--- src/rtl/uvs_div_pipe.sv ---
// Pipelined restoring divider for the UV-sphere vertex generator: one quotient bit per stage.
// Depends on nothing; the stage enable comes from the top level's stall logic.
module uvs_div_pipe #(
    parameter int NUM_W = 25,
    parameter int DEN_W = 9
) (
    input  logic             aclk,
    input  logic             en,
    input  logic [NUM_W-1:0] num_i,
    input  logic [DEN_W-1:0] den_i,
    output logic [NUM_W-1:0] quo_o
);

    // Per-stage partial remainder, shifting dividend/quotient word and divisor.
    logic [DEN_W-1:0] rem_reg [NUM_W];
    logic [NUM_W-1:0] num_reg [NUM_W];
    logic [DEN_W-1:0] den_reg [NUM_W];

    for (genvar s = 0; s < NUM_W; s++) begin : g_stage
        logic [DEN_W-1:0] rem_prev;
        logic [NUM_W-1:0] num_prev;
        logic [DEN_W-1:0] den_prev;
        logic [DEN_W:0]   trial;
        logic             fits;
        logic [DEN_W-1:0] rem_next;
        logic [NUM_W-1:0] num_next;

        if (s == 0) begin : g_first
            assign rem_prev = '0;
            assign num_prev = num_i;
            assign den_prev = den_i;
        end else begin : g_rest
            assign rem_prev = rem_reg[s-1];
            assign num_prev = num_reg[s-1];
            assign den_prev = den_reg[s-1];
        end

        // Bring down the next dividend bit and try one subtraction.
        assign trial    = {rem_prev, num_prev[NUM_W-1]};
        assign fits     = (trial >= {1'b0, den_prev});
        assign rem_next = fits ? DEN_W'(trial - {1'b0, den_prev}) : DEN_W'(trial);
        assign num_next = {num_prev[NUM_W-2:0], fits};

        always_ff @(posedge aclk) begin
            if (en) begin
                rem_reg[s] <= rem_next;
                num_reg[s] <= num_next;
                den_reg[s] <= den_prev;
            end
        end
    end

    assign quo_o = num_reg[NUM_W-1];

endmodule

--- config.mk ---
export PLATFORM = sky130hd
export DESIGN_NAME = uvs_div_pipe
export DESIGN_NICKNAME = d
export VERILOG_FILES = /design/src/rtl/uvs_div_pipe.sv
export SDC_FILE = /design/constraint.sdc
export NUM_CORES = 1
export LEC_CHECK = 0
export ABC_AREA = 1
export BUFFER_PORTS_ARGS = -buffer_cell sky130_fd_sc_hd__buf_4
export CAP_MARGIN = 20
export CORE_UTILIZATION = 57
export DETAILED_ROUTE_END_ITERATION = 10
export PLACE_DENSITY = 0.76
export SYNTH_ARGS = -nofsm -noshare
export SYNTH_HDL_FRONTEND = slang
export SYNTH_SLANG_ARGS = --single-unit
--- constraint.sdc ---
create_clock -name aclk -period 1.8 [get_ports aclk]
set_input_delay 0.27 -clock aclk [delete_from_list [all_inputs] [get_ports aclk]]
set_output_delay 0.27 -clock aclk [all_outputs]
set_load 0.1 [all_outputs]
==> results of run 1 <==
## worst paths after layout
check,to,slack (ns),cells after the start,from
max,rem_reg[4][19]$_DFFE_PP_,-0.27,10,num_reg[1][49]$_DFFE_PP_
min reg2reg,num_reg[0][243]$_DFFE_PP_,0.40,0,num_reg[0][217]$_DFFE_PP_
min,num_reg[0][22]$_DFFE_PP_,0.30,2,num_i[21]
max reg2reg,rem_reg[4][19]$_DFFE_PP_,-0.27,10,num_reg[1][49]$_DFFE_PP_
## kinds of logic after synthesis
kind of cell    Yosys count
compound gates          113
xor+xnor                 69
fa+ha+maj               241
buf+inv                 683
flops                  1057
simple gates           1872
## through the flow
stage	TNS (ns)	setup slack, ns	std cells	hold WS, ns	total power [mW]
3_5_place_dp	-19.59	-0.2060	5691	0.4045	65.18
3_3_place_gp	-14.52	-0.1798	5691	0.4000	64.34
2_1_floorplan	0	0.001183	4035	0.3689	53.31
5_1_grt	-39.76	-0.3235	6181	0.2880	104.0
6_report	-23.07	-0.2678	6181	0.2972	98.77
4_1_cts	-5.284	-0.1025	6077	0.2677	92.24
## cells in the final DEF (no fill, tap or decap), drive strengths merged
cell | netlist | layout
xor2 | 69 | 69
clkbuf | 0 | 122
nor2 | 114 | 114
and2 | 7 | 10
a21boi | 1 | 1
diode | 0 | 1
nand3 | 399 | 399
clkinvlp | 0 | 8
buf | 30 | 846
inv | 653 | 657
or2 | 6 | 6
edfxtp | 1057 | 1057
a21oi | 103 | 103
nor3 | 23 | 23
fa | 23 | 23
ha | 218 | 218
dlygate4sd3 | 0 | 35
nand2 | 1259 | 1282
a31oi | 4 | 4
nand4 | 47 | 47
o21ai | 5 | 5
clkinv | 0 | 52
bufinv | 0 | 12
nand3b | 17 | 17
## final cells by class
class	count	share of cell area [%]
antenna	1	0.003995
multi-input combinational	2321	25.93
clock inverter	76	1.270
timing repair buffer	881	11.74
sequential	1057	50.67
clock buffer	122	4.331
tap	1070	2.137
inverter	653	3.917
## routing by layer
| layer | vias up | part of all wire (%) |
|---|---|---|
| met2 | 1242 | 52 |
| li1 | 15590 | - |
| met4 | 0 | 4.4 |
| met5 | - | 0 |
| met3 | 357 | 5.3 |
| met1 | 15710 | 38 |
## power breakdown
group	switching (mW)	internal, mW	total, mW
sequential	2.77	32.5	35.2
combinational	23.0	18.5	41.5
clock	9.44	12.6	22.1
total	35.2	63.6	98.8
## repair_timing
item | CTS | global route
setup endpoints to repair | 222 | 223
resized for setup | 356 | 412
hold buffers | 35 | 0
setup buffers | 139 | 87
pin swaps | 165 | 168
cloned | 15 | 16
hold endpoints to repair | 48 | 0
==> results.toml, run 1 <==
[floorplan]
ioPinCount = 61
dieWidth_microns = 289.4
die_y_microns = 289.4
rows = 105
core_area_sq_mm = 0.08185
floorplan.initialDensity_pct = 57.51
die-area_sq_mm = 0.08373

[critical_path]
timing.critical_path.slowest_stage_cell = "fa_2"
arrival_ns = 2.60
critPathLaunchType = "flop"
critical_path_class = "reg2reg"
cpLargestDelayFamily = "simple AND/OR/NAND/NOR gates"
end_kind = "flop"
cpPeakStageDelay_ns = 0.43
cp.required_ns = 2.33
critPathBufInv = 3
crit_path_max_fanout = 7
critical_path.cell_chain = "inv_2 -> ha_4 -> inv_4 -> fa_2 -> nand4_1 -> nand2_2 -> nand2_8 -> buf_6 -> nand3_1 -> nand2_1"

[timing]
max-slew-margin-rel_pct = 71.84
rsz0062_at_grt = "true"
skew_ns = 0.02547
setup_slack_ns = -0.2678
min_period_over_period_pct = 114.9
hold_violations = 0
finalMaxSlewViolations = 0
worst_pin_slew_ns = 0.4210
final.min_clock_period_ns = 2.068
max_freq_mhz = 483.6
finalSetupViolations = 222

[placement]
place_area_sq_mm = 0.05337
place_congestion = 0.9279
portBuffers = 60
dp_hpwl_mm = 64.60

[cells_and_area]
nets = 5297
fin_area_sq_mm = 0.06264
area_growth_pct = 33.07
fillCellCount = 4720
largest_reg_flops = 625
regArea_sq_mm = 0.03174
postLayoutCoreUtil_pct = 76.53
multi_input_area_sq_mm = 0.01624
layout-drive-gt1-share_pct = 35.13

[yosys]
ys_ff_latch = 1057
synthArstFlopShare_pct = 0
synth-xor-area-share_pct = 1.284
synth_top_family_by_area = "simple AND/OR/NAND/NOR gates"
synth_nets = 4312
yosysSeqAreaShare_pct = 67.43
yosys.area.top_type = "edfxtp_1"
yosys_warnings = 0
synth.area.top_cells = "edfxtp_1 (67%), nand2_1 (9.5%), ha_1 (5.8%)"
synth_top_area_share_pct = 67.43
synth_edf_count = 1057
synth_common_cells = "nand2_1 (1,185), edfxtp_1 (1,057), inv_1 (651)"
syn_inst = 4035
avgSynthCellArea_sq_um = 11.67
yosysMostFrequentCell = "nand2_1"
ys.flop_type = "edfxtp_1"
ys_types = 27
synth_mux_area_share_pct = 0
synthesis.area_sq_mm = 0.04707
synthAdderAreaFrac_pct = 6.773
yosys.area_share.simple_pct = 17.66
synth-compound-area-share_pct = 1.225

[grt]
use_met1_pct = 28.55
grt_overflow = 0
grt_max_degree = 74
grt_pass1_wl_mm = 156.5
antenna_found_initial = 1
grt_pass1_vias = 31860
busiest_layer = "met2"
grt_use_total_pct = 23.55
met3_usage_pct = 3.142
use_met2_pct = 42.21

[run]
cap_violations = 0

[clock_tree]
cts_root_buf = "clkbuf_16"
clk_pin_slew_ns = 0.06
cts_buffers = 106
cts_sinks = 1057
cts_tree = "done"
cts_buffer_depth = 3
clock_latency_ns = 0.68
cts_max_level = 3

[route]
vias_per_cell = 5.323
vias = 32900
wl_mm = 107.1
routed_wire_length_per_instance_microns = 17.33
drt_pass1_iterations = 7
drc_errors = 0
drtIter0Drc = 2485
final_antenna_net_count = 0

[status]
violations = "negative setup slack"
outcome = "finished with violations"

[pwr]
peakVddDrop_uv = 972.3
p_leak_nw = 27.65
power_density_mw_per_mm2 = 1577

[hold_path]
hold_class = "in2reg"
Power figures use the tool's default switching activity.
==> run 2, diff against run 1 <==
--- a/config.mk
+++ b/config.mk
@@ -8,9 +8,9 @@
 export ABC_AREA = 1
 export BUFFER_PORTS_ARGS = -buffer_cell sky130_fd_sc_hd__buf_4
 export CAP_MARGIN = 20
-export CORE_UTILIZATION = 57
+export CORE_UTILIZATION = 63
 export DETAILED_ROUTE_END_ITERATION = 10
-export PLACE_DENSITY = 0.76
+export PLACE_DENSITY = 0.85
 export SYNTH_ARGS = -nofsm -noshare
 export SYNTH_HDL_FRONTEND = slang
 export SYNTH_SLANG_ARGS = --single-unit
==> constraint.sdc (replaced) <==
create_clock -name aclk -period 2 [get_ports aclk]
set_input_delay 0.3 -clock aclk [delete_from_list [all_inputs] [get_ports aclk]]
set_output_delay 0.3 -clock aclk [all_outputs]
set_load 0.1 [all_outputs]
==> results.toml, run 2 (synthesized netlist as in run 1, its figures left out) <==
[floorplan]
rows = 99
core_area_sq_mm = 0.07345
floorplan.initialDensity_pct = 64.08
die_y_microns = 275.3
die-area_sq_mm = 0.07581
dieWidth_microns = 275.3
ioPinCount = 61

[clock_tree]
clock_latency_ns = 0.68
cts_buffers = 104
cts_buffer_depth = 3
clk_pin_slew_ns = 0.07
cts_sinks = 1057
cts_max_level = 3
cts_tree = "done"
cts_root_buf = "clkbuf_16"

[route]
wl_met3_mm = 5.295
drc_errors = 0
wl_met2_mm = 47.46
maxUsedRoutingLayer = "met4"
drtIter0Drc = 2683
vias = 30170
wl_mm = 93.98
m1WireLength_mm = 37.97
drt_pass1_iterations = 7
routed_wire_length_per_instance_microns = 17.08
final_antenna_net_count = 0
vias_per_cell = 5.483

[pwr]
peakVddDrop_uv = 856.6
p_leak_nw = 24.39
power_density_mw_per_mm2 = 1394

[cells_and_area]
postLayoutCoreUtil_pct = 75.59
insertedDiodeCount = 0
final_common_cell = "nand2_1"
largest_reg_flops = 625
nets = 4735
fin_area_sq_mm = 0.05553
layout-drive-gt1-share_pct = 17.36
area_growth_pct = 17.97
mostFrequentLayoutCells = "nand2_1 (1,140), edfxtp_1 (1,057), inv_1 (633), nand3_1 (383), buf_4 (274)"

[grt]
grt_overflow = 0
grt_use_total_pct = 23.62
grt_pass1_vias = 28450
grt_pass1_wl_mm = 141.6
antenna_found_initial = 0
grt_max_degree = 83

[run]
cap_violations = 0

[timing]
setup_slack_ns = -0.08751
final.min_clock_period_ns = 2.088
finalSetupViolations = 12
hold_violations = 0
max-slew-margin-rel_pct = 69.83
rsz0062_at_grt = "true"
min_period_over_period_pct = 104.4
skew_ns = 0.02777
finalMaxSlewViolations = 0
max_freq_mhz = 479.0
worst_pin_slew_ns = 0.4526

[critical_path]
timing.critical_path.slowest_stage_cell = "edfxtp_1"
critical_path.cell_chain = "ha_1 -> nand2_1 -> inv_1 -> nand4_1 -> nand2_2 -> nand2_4 -> buf_4 -> nand3_1 -> nand2_1"
crit_path_max_fanout = 9
end_kind = "flop"
arrival_ns = 2.51
critPathLaunchType = "flop"
cpPeakStageDelay_ns = 0.43
crit_top_cell = "nand2_1"
cp.required_ns = 2.43
critical_path_class = "reg2reg"

[placement]
place_area_sq_mm = 0.04970
portBuffers = 60
place_congestion = 0.8919
dp_slack_ns = -0.1046
dp_hpwl_mm = 60.57

[hold_path]
hold_class = "in2reg"

[status]
violations = "negative setup slack"
outcome = "finished with violations"
[run 2: changes by cell type in the layout (fill, tap and decap cells not counted), sizes merged, moves of 3 or more]
cell	delta
clkinv	-10
nand2	-18
nor2	+5
clkbuf	+5
and2	-3
buf	-544
[run 2: worst paths after layout]
check	startpoint	end	slack, ns	cells past startpoint
worst max-delay path	rem_reg[3][12]$_DFFE_PP_	rem_reg[3][23]$_DFFE_PP_	-0.09	9
worst min-delay path	num_i[20]	num_reg[0][21]$_DFFE_PP_	0.35	2
worst max register to register	rem_reg[3][12]$_DFFE_PP_	rem_reg[3][23]$_DFFE_PP_	-0.09	9
worst min register to register	num_reg[0][391]$_DFFE_PP_	num_reg[1][17]$_DFFE_PP_	0.40	0
[run 2: per-layer routing]
metal	track usage [%]	up-vias
met5	0	-
met4	7.778	0
met3	3.323	265
met2	41.22	1135
met1	30.59	14360
li1	-	14410
[run 2: repair_timing]
action | 4_1_cts | 5_1_grt
gates resized for setup | 20 | 227
gates cloned | 1 | 9
hold buffers | 35 | 0
pin swaps | 2 | 78
setup buffers | 7 | 109
endpoints found under the hold margin | 39 | 0
endpoints found under the setup margin | 70 | 208
[run 2: area by class of cell]
type,count,area (sq um)
clock buffers,127,2710
multi-input cells,2305,13880
flip-flops and latches,1057,31740
inverters,653,2451
fillers,4437,17930
repair buffers,337,2884
well taps,959,1200
clock inverters,65,663.1
[run 2: where the power goes]
part / switching [mW] / internal, mW
sequential: 2.35 / 29.2
clock: 8.21 / 11.1
combinational: 16.2 / 10.3
total: 26.8 / 50.6
[run 2: worst max-delay path: cells and delay by family (launching register included)]
kind / cells / cell delay, ns
adder cells (fa/ha/maj): 1 / 0.38
buffers and inverters: 2 / 0.31
flip-flops: 1 / 0.43
AND/OR/NAND/NOR: 6 / 0.72
[run 2: through the flow]
step / hold slack, ns / TNS [ns] / instances / power [mW]
after floorplan: 0.3989 / 0 / 4035 / 47.79
after global placement: 0.4004 / -0.2026 / 5150 / 53.54
after detailed placement: 0.4045 / -1.015 / 5150 / 54.20
after CTS: 0.3161 / -0.02964 / 5385 / 74.02
after global routing: 0.3230 / -3.863 / 5503 / 81.85
final: 0.3494 / -0.5091 / 5503 / 77.42
